==> src/hdl/assert_macros.svh <==
// Assertion macros for the voice checks
`ifndef ASSERT_MACROS_SVH
`define ASSERT_MACROS_SVH
`ifndef SYNTHESIS
`define ASSERT_CLK(label, clk, rst_n, prop) \
    label: assert property (@(posedge clk) disable iff (!rst_n) prop) \
        else $error("voice assertion failed");
`define ASSERT_NEVER(label, clk, rst_n, cond) \
    label: assert property (@(posedge clk) disable iff (!rst_n) !(cond)) \
        else $error("voice forbidden condition seen");
`else
`define ASSERT_CLK(label, clk, rst_n, prop)
`define ASSERT_NEVER(label, clk, rst_n, cond)
`endif
`endif

==> src/hdl/pva_pkg.sv <==
// Types, constants and helper functions for the pulse voice
package pva_pkg;

    localparam int PULSE_AMPLITUDE_DEF = 8192;
    localparam int DUTY_SWING_DEF      = 1073741824;
    localparam int LFO_STEP_DEF        = 37086;

    localparam int REG_W    = 15;
    localparam int CFG_IDX_W = 3;
    localparam logic [REG_W-1:0] FULL_SCALE = 15'h7FFF;

    localparam logic [CFG_IDX_W-1:0] CFG_ATTACK  = 3'd0;
    localparam logic [CFG_IDX_W-1:0] CFG_DECAY   = 3'd1;
    localparam logic [CFG_IDX_W-1:0] CFG_SUSTAIN = 3'd2;
    localparam logic [CFG_IDX_W-1:0] CFG_RELEASE = 3'd3;

    localparam logic [1:0] OP_NOTE_ON  = 2'd0;
    localparam logic [1:0] OP_NOTE_OFF = 2'd1;
    localparam logic [1:0] OP_TICK     = 2'd2;

    typedef enum logic [2:0] {
        ST_IDLE    = 3'd0,
        ST_ATTACK  = 3'd1,
        ST_DECAY   = 3'd2,
        ST_SUSTAIN = 3'd3,
        ST_RELEASE = 3'd4
    } stage_t;

    typedef struct packed {
        logic [1:0]  op;
        logic [31:0] phase_step;
    } item_t;

    typedef struct packed {
        logic signed [15:0] sample;
        logic               active;
    } result_t;

    typedef struct packed {
        logic [REG_W-1:0] attack_step;
        logic [REG_W-1:0] decay_step;
        logic [REG_W-1:0] sustain_level;
        logic [REG_W-1:0] release_step;
    } cfg_t;

    typedef struct packed {
        logic             note_on;
        logic             note_off;
        logic             tick;
    } env_cmd_t;

    typedef struct packed {
        logic             sounding;
        logic             active_next;
        logic [REG_W-1:0] level;
        logic [REG_W-1:0] env_out;
    } env_stat_t;

    // parabolic half sine magnitude, Q15 with 32768 as one
    function automatic logic [15:0] lfo_mag(input logic [31:0] phase);
        logic [14:0] h;
        logic [15:0] hc;
        logic [30:0] prod;
        h    = phase[30:16];
        hc   = 16'h8000 - {1'b0, h};
        prod = 31'(h * hc);
        return prod[28:13];
    endfunction

endpackage

==> src/hdl/pva_env.sv <==
// Linear ADSR envelope: stage, level and release step registers
module pva_env import pva_pkg::*; (
    input  logic      clk,
    input  logic      rst_n,
    input  cfg_t      cfg,
    input  env_cmd_t  cmd,
    output env_stat_t stat
);

    stage_t           stage_reg, stage_next;
    logic [REG_W-1:0] level_reg, level_next;
    logic [REG_W-1:0] drop_reg, drop_next;
    logic [REG_W-1:0] env_val;
    logic [15:0]      attack_sum;
    logic [15:0]      decay_floor;

    assign attack_sum  = {1'b0, level_reg} + {1'b0, cfg.attack_step};
    assign decay_floor = {1'b0, cfg.sustain_level} + {1'b0, cfg.decay_step};

    always_ff @(posedge clk or negedge rst_n)
    begin
        if (!rst_n)
        begin
            stage_reg <= ST_IDLE;
            level_reg <= '0;
            drop_reg  <= '0;
        end
        else
        begin
            stage_reg <= stage_next;
            level_reg <= level_next;
            drop_reg  <= drop_next;
        end
    end

    always_comb
    begin
        stage_next = stage_reg;
        level_next = level_reg;
        drop_next  = drop_reg;
        env_val    = '0;
        if (cmd.note_on)
        begin
            drop_next = '0;
            if (cfg.attack_step != '0)
            begin
                level_next = '0;
                stage_next = ST_ATTACK;
            end
            else
            begin
                level_next = FULL_SCALE;
                stage_next = ST_DECAY;
            end
        end
        else if (cmd.note_off)
        begin
            if (stage_reg inside {ST_ATTACK, ST_DECAY, ST_SUSTAIN})
            begin
                if (cfg.release_step == '0 || cfg.sustain_level == '0)
                begin
                    level_next = '0;
                    stage_next = ST_IDLE;
                end
                else
                begin
                    level_next = cfg.sustain_level;
                    drop_next  = cfg.release_step;
                    stage_next = ST_RELEASE;
                end
            end
        end
        else if (cmd.tick)
        begin
            case (stage_reg)
                ST_ATTACK:
                begin
                    if (cfg.attack_step == '0)
                    begin
                        level_next = FULL_SCALE;
                        stage_next = ST_DECAY;
                        env_val    = FULL_SCALE;
                    end
                    else
                    begin
                        env_val = level_reg;
                        if (attack_sum >= {1'b0, FULL_SCALE})
                        begin
                            level_next = FULL_SCALE;
                            stage_next = ST_DECAY;
                        end
                        else
                        begin
                            level_next = attack_sum[REG_W-1:0];
                        end
                    end
                end
                ST_DECAY:
                begin
                    if (cfg.decay_step == '0 || {1'b0, level_reg} <= decay_floor)
                    begin
                        level_next = cfg.sustain_level;
                        stage_next = ST_SUSTAIN;
                    end
                    else
                    begin
                        level_next = level_reg - cfg.decay_step;
                    end
                    env_val = level_next;
                end
                ST_SUSTAIN:
                begin
                    env_val = level_reg;
                end
                ST_RELEASE:
                begin
                    env_val = level_reg;
                    if (level_reg < drop_reg)
                    begin
                        level_next = '0;
                        stage_next = ST_IDLE;
                    end
                    else
                    begin
                        level_next = level_reg - drop_reg;
                    end
                end
                default:
                begin
                    stage_next = ST_IDLE;
                end
            endcase
        end
    end

    assign stat.sounding    = (stage_reg != ST_IDLE);
    assign stat.active_next = (stage_next != ST_IDLE);
    assign stat.level       = level_reg;
    assign stat.env_out     = env_val;

endmodule

==> src/hdl/pva_lfo.sv <==
// Duty LFO with one tick of lookahead and the pulse threshold compare
module pva_lfo import pva_pkg::*; #(
    parameter int DUTY_SWING = DUTY_SWING_DEF,
    parameter int LFO_STEP   = LFO_STEP_DEF
) (
    input  logic        clk,
    input  logic        rst_n,
    input  logic        restart,
    input  logic        advance,
    input  logic [31:0] osc_phase,
    output logic        pulse_high
);

    localparam logic [31:0] STEP_BITS = 32'(LFO_STEP);
    localparam logic [30:0] DUTY_BITS = 31'(DUTY_SWING);
    localparam logic [15:0] MAG_FIRST = lfo_mag(STEP_BITS);
    localparam logic [32:0] HALF      = 33'h0_8000_0000;

    logic [31:0] lfo_reg, lfo_next;
    logic [15:0] mag_reg;
    logic [46:0] duty_prod;
    logic [31:0] duty;
    logic [32:0] thresh;

    // lfo_reg holds the phase the coming tick uses, mag_reg its magnitude
    assign lfo_next = lfo_reg + STEP_BITS;

    always_ff @(posedge clk or negedge rst_n)
    begin
        if (!rst_n)
        begin
            lfo_reg <= STEP_BITS;
            mag_reg <= MAG_FIRST;
        end
        else if (restart)
        begin
            lfo_reg <= STEP_BITS;
            mag_reg <= MAG_FIRST;
        end
        else if (advance)
        begin
            lfo_reg <= lfo_next;
            mag_reg <= lfo_mag(lfo_next);
        end
    end

    assign duty_prod  = 47'(mag_reg * DUTY_BITS);
    assign duty       = duty_prod[46:15];
    assign thresh     = lfo_reg[31] ? (HALF + {1'b0, duty}) : (HALF - {1'b0, duty});
    assign pulse_high = ({1'b0, osc_phase} < thresh);

endmodule

==> src/hdl/pva_mix.sv <==
// Envelope scaling, pulse sign and saturation of the output sample
module pva_mix import pva_pkg::*; #(
    parameter int PULSE_AMPLITUDE = PULSE_AMPLITUDE_DEF
) (
    input  logic               pulse_high,
    input  logic [REG_W-1:0]   env,
    output logic signed [15:0] sample
);

    localparam logic [REG_W-1:0] AMP_BITS = REG_W'(PULSE_AMPLITUDE);
    localparam logic [16:0]      AMP4     = {AMP_BITS, 2'b00};

    logic [31:0]        prod;
    logic [16:0]        mag;
    logic signed [17:0] val;

    assign prod = 32'(AMP4 * env);
    assign mag  = prod[31:15];
    assign val  = pulse_high ? $signed({1'b0, mag}) : -$signed({1'b0, mag});

    always_comb
    begin
        if (val > 18'sd32767)
        begin
            sample = 16'sh7FFF;
        end
        else if (val < -18'sd32768)
        begin
            sample = 16'sh8000;
        end
        else
        begin
            sample = val[15:0];
        end
    end

endmodule

==> src/hdl/pwm_pulse_voice_adsr.sv <==
// Pulse voice top: handshake, oscillator, config registers and result register
// A tick word gives its result word in the cycle after it is accepted.
// Throughput: one word per cycle unless an untaken result is held; the single result register parts the channels.
// Note on and note off words change state only and give no result.
// Reset (rst_n low, asynchronous) clears all state but the result data; config takes its reset values.
`include "assert_macros.svh"
module pwm_pulse_voice_adsr import pva_pkg::*; #(
    parameter int PULSE_AMPLITUDE = PULSE_AMPLITUDE_DEF,
    parameter int DUTY_SWING      = DUTY_SWING_DEF,
    parameter int LFO_STEP        = LFO_STEP_DEF
) (
    input  logic                 clk,
    input  logic                 rst_n,
    input  logic                 item_valid,
    output logic                 item_ready,
    input  item_t                item,
    output logic                 result_valid,
    input  logic                 result_ready,
    output result_t              result,
    input  logic                 cfg_we,
    input  logic [CFG_IDX_W-1:0] cfg_index,
    input  logic [REG_W-1:0]     cfg_data
);

    cfg_t               cfg_reg;
    logic [31:0]        osc_reg;
    logic [31:0]        step_reg;
    logic               out_valid_reg;
    result_t            out_reg;
    logic               fire;
    logic               live_tick;
    logic               pulse_high;
    logic signed [15:0] sample_val;
    env_cmd_t           cmd;
    env_stat_t          stat;

    assign item_ready   = !out_valid_reg || result_ready;
    assign fire         = item_valid && item_ready;
    assign cmd.note_on  = fire && (item.op == OP_NOTE_ON);
    assign cmd.note_off = fire && (item.op == OP_NOTE_OFF);
    assign cmd.tick     = fire && (item.op == OP_TICK);
    assign live_tick    = cmd.tick && stat.sounding;

    always_ff @(posedge clk or negedge rst_n)
    begin
        if (!rst_n)
        begin
            cfg_reg.attack_step   <= '0;
            cfg_reg.decay_step    <= '0;
            cfg_reg.sustain_level <= FULL_SCALE;
            cfg_reg.release_step  <= '0;
        end
        else if (cfg_we)
        begin
            case (cfg_index)
                CFG_ATTACK:  cfg_reg.attack_step   <= cfg_data;
                CFG_DECAY:   cfg_reg.decay_step    <= cfg_data;
                CFG_SUSTAIN: cfg_reg.sustain_level <= cfg_data;
                CFG_RELEASE: cfg_reg.release_step  <= cfg_data;
                default:     ;
            endcase
        end
    end

    always_ff @(posedge clk or negedge rst_n)
    begin
        if (!rst_n)
        begin
            osc_reg  <= '0;
            step_reg <= '0;
        end
        else if (cmd.note_on)
        begin
            osc_reg  <= '0;
            step_reg <= item.phase_step;
        end
        else if (live_tick)
        begin
            osc_reg <= osc_reg + step_reg;
        end
    end

    pva_env u_env (
        .clk   (clk),
        .rst_n (rst_n),
        .cfg   (cfg_reg),
        .cmd   (cmd),
        .stat  (stat)
    );

    pva_lfo #(
        .DUTY_SWING (DUTY_SWING),
        .LFO_STEP   (LFO_STEP)
    ) u_lfo (
        .clk        (clk),
        .rst_n      (rst_n),
        .restart    (cmd.note_on),
        .advance    (live_tick),
        .osc_phase  (osc_reg),
        .pulse_high (pulse_high)
    );

    pva_mix #(
        .PULSE_AMPLITUDE (PULSE_AMPLITUDE)
    ) u_mix (
        .pulse_high (pulse_high),
        .env        (stat.env_out),
        .sample     (sample_val)
    );

    always_ff @(posedge clk or negedge rst_n)
    begin
        if (!rst_n)
        begin
            out_valid_reg <= 1'b0;
        end
        else if (cmd.tick)
        begin
            out_valid_reg <= 1'b1;
        end
        else if (result_ready)
        begin
            out_valid_reg <= 1'b0;
        end
    end

    always_ff @(posedge clk)
    begin
        if (cmd.tick)
        begin
            out_reg.sample <= sample_val;
            out_reg.active <= stat.active_next;
        end
    end

    assign result_valid = out_valid_reg;
    assign result       = out_reg;

    `ASSERT_CLK(idle_tick_silent, clk, rst_n,
        (cmd.tick && !stat.sounding) |=> (result_valid && result.sample == 16'sd0
            && !result.active))
    `ASSERT_CLK(no_result_for_notes, clk, rst_n,
        (fire && item.op != OP_TICK) |=> !result_valid)
    `ASSERT_NEVER(idle_level_zero, clk, rst_n,
        !stat.sounding && stat.level != '0)

endmodule

==> config.mk <==
export PLATFORM = sky130hd
export DESIGN_NAME = pwm_pulse_voice_adsr
export DESIGN_NICKNAME = d
export VERILOG_FILES = /design/src/hdl/pva_pkg.sv /design/src/hdl/pva_env.sv /design/src/hdl/pva_lfo.sv /design/src/hdl/pva_mix.sv /design/src/hdl/pwm_pulse_voice_adsr.sv
export VERILOG_INCLUDE_DIRS = /design/src /design/src/hdl
export SDC_FILE = /design/constraint.sdc
export NUM_CORES = 1
export LEC_CHECK = 0
export BUFFER_PORTS_ARGS = -buffer_cell sky130_fd_sc_hd__buf_4
export CORE_AREA = 3 3 218 220
export CTS_CLUSTER_DIAMETER = 30
export DETAILED_ROUTE_END_ITERATION = 6
export DIE_AREA = 0 0 221 223
export HOLD_SLACK_MARGIN = 0.06
export PLACE_DENSITY = 0.75
export SETUP_SLACK_MARGIN = 0.3
export SKIP_CTS_REPAIR_TIMING = 1
export SLEW_MARGIN = 20
export SYNTH_ARGS = -nofsm -noshare
export SYNTH_HDL_FRONTEND = slang
export SYNTH_SLANG_ARGS = --single-unit
==> constraint.sdc <==
create_clock -name clk -period 14.25 [get_ports clk]
set_input_delay 2.1375 -clock clk [delete_from_list [all_inputs] [get_ports clk]]
set_output_delay 2.1375 -clock clk [all_outputs]
set_load 0.005 [all_outputs]
==> metrics, run 1 <==
core area 45500 sq um; IO buf count 75; Slew @ Worst Pin approximately 1000 ps; YS warnings 0; Worst Path Buf+Inv 8; Slew Viols, Final 0; largest family of logic cells by synthesized area adder cells; startpoint class of the critical path flop; RSZ-0062 raised after global routing no; setup TNS 0 ps; clock latency on the worst-skew pair 540 ps; # fillers 4032; adder-cell area share of the yosys netlist 0.283; Most used DFF post-synth dfrtp_1; Syn Area/Cell 8.81 sq um; site row count 78; critical path capture point type flop; Synth async-reset ratio 0.923; fmax 96.3 MHz; proportion of layout cells with a drive suffix above 1 0.119; post-synthesis cell type count 90; Nets 3102; initial antenna violation count 0; post-synthesis mux area share 0.0259; clk sink count 222; slowest stage cell, crit path o31ai_1; clock skew 24.7 ps; total of max-cap violations 0; DIE HEIGHT 223 um; Largest stage delay, worst path between 800 and 900 ps; vias in the first global route approximately 20000; EDFF count, synth 17; leading cell type in the layout, fill and taps excluded nand2_1; Detail Route Antenna Nets 0; DP Wirelength 46300 um; Relative slew margins 0.310; Synth top area share 0.200; Post-Synth Simple-Gate Area 0.177; gpl congestion 0.964; Final setup viols 0; DRT Pass-1 Iters 5; hold crit path type reg -> reg; final hold violation count 0; Max IR drop VDD 0.134 mV; status finished, final reports clean; Post-Syn Area roughly 23000 sq um; # DRC 0; Die Width 221 um; max FFs per register 60; multi-input logic area 15800 sq um; TritonCTS Buffers 41; Worst-path clk slew 50 ps; top post-synthesis cells by area dfrtp_1 (20%), fa_1 (16%), ha_1 (12%), nand2_1 (5.1%), inv_1 (4.6%); total power 6110 uW; register bit total from synthesis between 200 and 250; Synth Area in XOR/XNOR 0.0523; Final period util 0.729; Initial Utilization 0.501; share of the yosys chip area belonging to registers 0.249; Layout area overhead 11.9%; critical path arrival 10780 ps; clk root buf clkbuf_16; most used cell, CP inv_1; ant diodes 0; Crit Path Class reg -> reg; most frequent cells in the layout nand2_1 (312), inv_1 (281), ha_1 (223), nor2_1 (216); GRT Overall Usage 0.248; FF+latch area 5670 sq um; Routed WL per cell 18.6 um; Power Density 240 nW/um^2; Vias 19100; TritonCTS clock tree done; number of H-tree levels 2; drt total wl 60900 um; CP top delay family adder cells; Yosys top cell by area dfrtp_1; I/O pins 76; LEAKAGE approximately 0.012 uW; min Tclk post-route 10390 ps; first-pass GRT wire length between 100000 and 150000 um; Crit Path Max Fanout 12; largest net degree at the start of global routing 73; Synth Instances 2583; CTS max path bufs 3; grt ovf 0; Synth Area in Compound Gates 0.150; total die area about 50000 sq um; CP required 14650 ps; Iteration-0 DRC Markers 1418; vias per std cell 5.83
==> per-layer routing <==
| layer | up-vias | wire length (um) | GRT usage |
|---|---|---|---|
| met2 | 705 | 29000 | 0.415 |
| met5 | - | 0 | 0 |
| li1 | 8866 | - | - |
| met4 | 0 | 2100 | 0.0885 |
| met1 | 9351 | 25700 | 0.327 |
| met3 | 167 | 4160 | 0.0417 |
==> cell families (layout without fill, tap and decap cells) <==
kind of cell | after synthesis | count (layout)
compound gates | 528 | 528
xor+xnor | 135 | 135
fa+ha+maj | 405 | 405
buf+inv | 378 | 457
flops | 222 | 222
mux | 53 | 53
other cells | 2 | 13
simple gates | 860 | 860
==> per-stage QoR <==
stage | area, sq um | setup slack, ps | hold slack [ps] | utilization | std cells
final | 25500 | 3860 | 474 | 0.560 | 3273
after global routing | 25500 | 3110 | 502 | 0.560 | 3273
after CTS | 25500 | 3960 | 480 | 0.560 | 3273
after detailed placement | 24000 | 4000 | 467 | 0.528 | 3197
after global placement | 24000 | 4270 | 467 | 0.528 | 3197
after floorplan | 22800 | 5240 | 450 | - | 2594
==> synth_stat cells (5+ instances only) <==
cell / number
dfrtp_1: 182
o211a_1: 6
a31oi_1: 22
o21ai_1: 9
nand3_1: 41
o21bai_1: 9
fa_1: 182
and2_1: 6
o211ai_1: 15
o311ai_0: 5
nor4_1: 20
a211oi_1: 19
a21o_1: 51
nor2b_1: 19
ha_1: 223
dfstp_2: 23
a211o_1: 6
inv_1: 281
mux2_2: 47
nand2_1: 312
edfxtp_1: 17
clkbuf_1: 89
xor2_1: 54
nor3_1: 43
nor2_1: 219
or3_1: 15
o2111ai_1: 6
o21a_1: 21
or2_2: 37
mux2i_1: 6
o31ai_1: 15
a21oi_1: 120
a21boi_0: 8
a31o_2: 7
and3_1: 20
xnor2_1: 80
nand2b_1: 73
and4_1: 7
nand4_1: 24
o21ai_0: 154
==> final timing paths <==
check | startpoint | to | slack (ps) | cells after the start
hold reg to reg | step_reg[26] | step_reg[26] | 470 | 2
min in group asynchronous | rst_n | step_reg[25] | 1590 | 1
setup reg to reg | u_lfo.lfo_reg[2] | u_lfo.mag_reg[15] | 3860 | 40
max in group asynchronous | rst_n | u_lfo.lfo_reg[11] | 10490 | 3
hold / removal | step_reg[26] | step_reg[26] | 470 | 2
setup / recovery | u_lfo.lfo_reg[2] | u_lfo.mag_reg[15] | 3860 | 40
==> worst min-delay path, delay by kind of cell (launching register included) <==
kind | cells | cell delay (ps)
simple gates | 2 | 100
flops | 1 | 340
==> layout make-up <==
cell class,count,area share
Sequential cell,222,0.223
Inverter,283,0.0417
Multi-Input combinational cell,1994,0.619
Clock buffer,43,0.0418
Timing Repair Buffer,98,0.0291
Tap cell,600,0.0295
Clock inverter,33,0.0163
==> power by group <==
group          internal [uW]  switching [uW]  leakage (uW)
combinational           1630            2390       0.00886
sequential               819             243       0.00273
clock                    667             362      0.000715
(Power assumes the default switching activity.)
==> run 2: changes to the inputs <==
PLACE_DENSITY = 0.77   (was 0.75)
clock period = 9.32 ns   (was 14.25 ns; I/O delays follow)
==> metrics, run 2 (synthesis gave the netlist of run 1 again) <==
Finished Cell Area 26000 sq um (was 25500 sq um); Max IR drop VDD 0.266 mV (was 0.134 mV); Layout Utilization 0.572 (was 0.560); RSZ-0062 raised after global routing no (unchanged); first-pass GRT wire length 101000 um (about the same); Final period util 0.935 (was 0.729); post-place setup slack -203 ps (was 4000 ps); final worst-path setup slack 604 ps (was 3860 ps); vias in the first global route 19700 (about the same); Worst Path Buf+Inv 8 (unchanged); Iteration-0 DRC Markers 1454 (was 1418); placed cell count 3226 (was 3197); grt ovf 0 (unchanged); ant diodes 0 (unchanged); largest net degree at the start of global routing 79 (was 73); clk root buf clkbuf_16 (unchanged); Slew @ Worst Pin 1020 ps (was 1030 ps); total of max-cap violations 0 (unchanged); leading cell type in the layout, fill and taps excluded nand2_1 (unchanged); Power Density 373 nW/um^2 (was 240 nW/um^2); total power 9710 uW (was 6110 uW); clock skew 22.6 ps (was 24.7 ps); proportion of layout cells with a drive suffix above 1 0.145 (was 0.119); Vias 19300 (was 19100); most frequent cells in the layout nand2_1 (311), inv_1 (280), ha_1 (219), nor2_1 (210) (was nand2_1 (312), inv_1 (281), ha_1 (223), nor2_1 (216)); site row count 78 (unchanged); DRT Pass-1 Iters 5 (unchanged); TritonCTS Buffers 43 (was 41); # DRC 0 (unchanged); final hold violation count 0 (unchanged); Largest stage delay, worst path 550 ps (was 860 ps); GRT Overall Usage 0.250 (was 0.248); CP required 9710 ps (was 14650 ps); total die area 49300 sq um (unchanged); initial antenna violation count 0 (unchanged); gpl congestion 0.933 (was 0.964); TritonCTS clock tree done (unchanged); Routed WL per cell 18.8 um (was 18.6 um); Worst-path clk slew 60 ps (was 50 ps); Relative slew margins 0.319 (was 0.310); area post-placement 24200 sq um (was 24000 sq um); Crit Path Class reg -> reg (unchanged); Final setup viols 0 (unchanged); status finished, final reports clean (unchanged); Post-Layout Cell Count 3317 (was 3273); number of H-tree levels 2 (unchanged); slowest stage cell, crit path fa_1 (was o31ai_1); most used cell, CP inv_1 (unchanged); DIE HEIGHT 223 um (unchanged); Detail Route Antenna Nets 0 (unchanged); max FFs per register 60 (unchanged); startpoint class of the critical path flop (unchanged); DP Wirelength 46800 um (was 46300 um); CTS max path bufs 3 (unchanged); IO buf count 75 (unchanged); critical path arrival 9100 ps (was 10780 ps); Initial Utilization 0.501 (unchanged); fmax 115 MHz (was 96.3 MHz); Die Width 221 um (unchanged); vias per std cell 5.81 (was 5.83); Nets 3145 (was 3102); Crit Path Max Fanout 4 (was 12); core area 45500 sq um (unchanged); Layout area overhead 14.2% (was 11.9%); clock latency on the worst-skew pair 550 ps (was 540 ps); clk sink count 222 (unchanged); critical path capture point type flop (unchanged); # fillers 3915 (was 4032); min Tclk post-route 8720 ps (was 10390 ps); LEAKAGE 0.0125 uW (was 0.0123 uW); I/O pins 76 (unchanged); hold crit path type reg -> reg (unchanged); Slew Viols, Final 0 (unchanged); CP top delay family adder cells (unchanged); drt total wl 62300 um (was 60900 um)
[run 2: cell types whose count changed in the layout (fill, tap and decap cells not counted), moves of 4 or more]
| cell | before | now |
|---|---|---|
| o21ai_0 | 153 | 148 |
| nand3_1 | 41 | 37 |
| inv_8 | 2 | 6 |
| ha_1 | 223 | 219 |
| xor2_1 | 54 | 50 |
| buf_4 | 97 | 137 |
| nor2_2 | 1 | 7 |
| xor2_2 | 1 | 5 |
| nor2_1 | 216 | 210 |
| clkbuf_1 | 0 | 5 |
[run 2: layer usage]
layer	vias to the layer above	routed length, um	GRT usage
li1	8957	-	-
met1	9426	25800	0.326
met2	710	29500	0.420
met3	183	4470	0.0428
met4	0	2480	0.0968
met5	-	0	0
[run 2: worst paths after layout]
kind,startpoint,end,slack [ps],cells after the start
setup / recovery,u_lfo.lfo_reg[1],u_lfo.mag_reg[15],600,39
hold / removal,step_reg[0],step_reg[0],480,2
setup reg to reg,u_lfo.lfo_reg[1],u_lfo.mag_reg[15],600,39
hold reg to reg,step_reg[0],step_reg[0],480,2
max in group asynchronous,rst_n,u_env.drop_reg[10],6260,3
min in group asynchronous,rst_n,u_lfo.mag_reg[15],870,1
[run 2: tightest hold or removal path, cell delays in order (launching register included)]
cell and delay [ps]:
dfrtp_1 350, nand2_1 50, nand2_1 50
[run 2: through the flow]
stage	setup TNS (ps)	hold WS, ps
6_report	0	481
3_5_place_dp	-406	468
2_1_floorplan	0	450
4_1_cts	-765	482
5_1_grt	0	496
3_3_place_gp	0	462
[run 2: power breakdown]
group | switching [uW] | internal [uW]
Sequential | 379 | 1250
Clock | 567 | 995
Combinational | 3810 | 2710
Total | 4760 | 4950
[run 2: area by class of cell]
cell class,instances,area (sq um),share of cell area
Sequential cell,222,5670,0.218
Multi-Input combinational cell,1994,16000,0.615
Clock inverter,30,365,0.0140
Tap cell,600,751,0.0289
Inverter,283,1060,0.0409
Timing Repair Buffer,139,1050,0.0405
Clock buffer,49,1110,0.0426
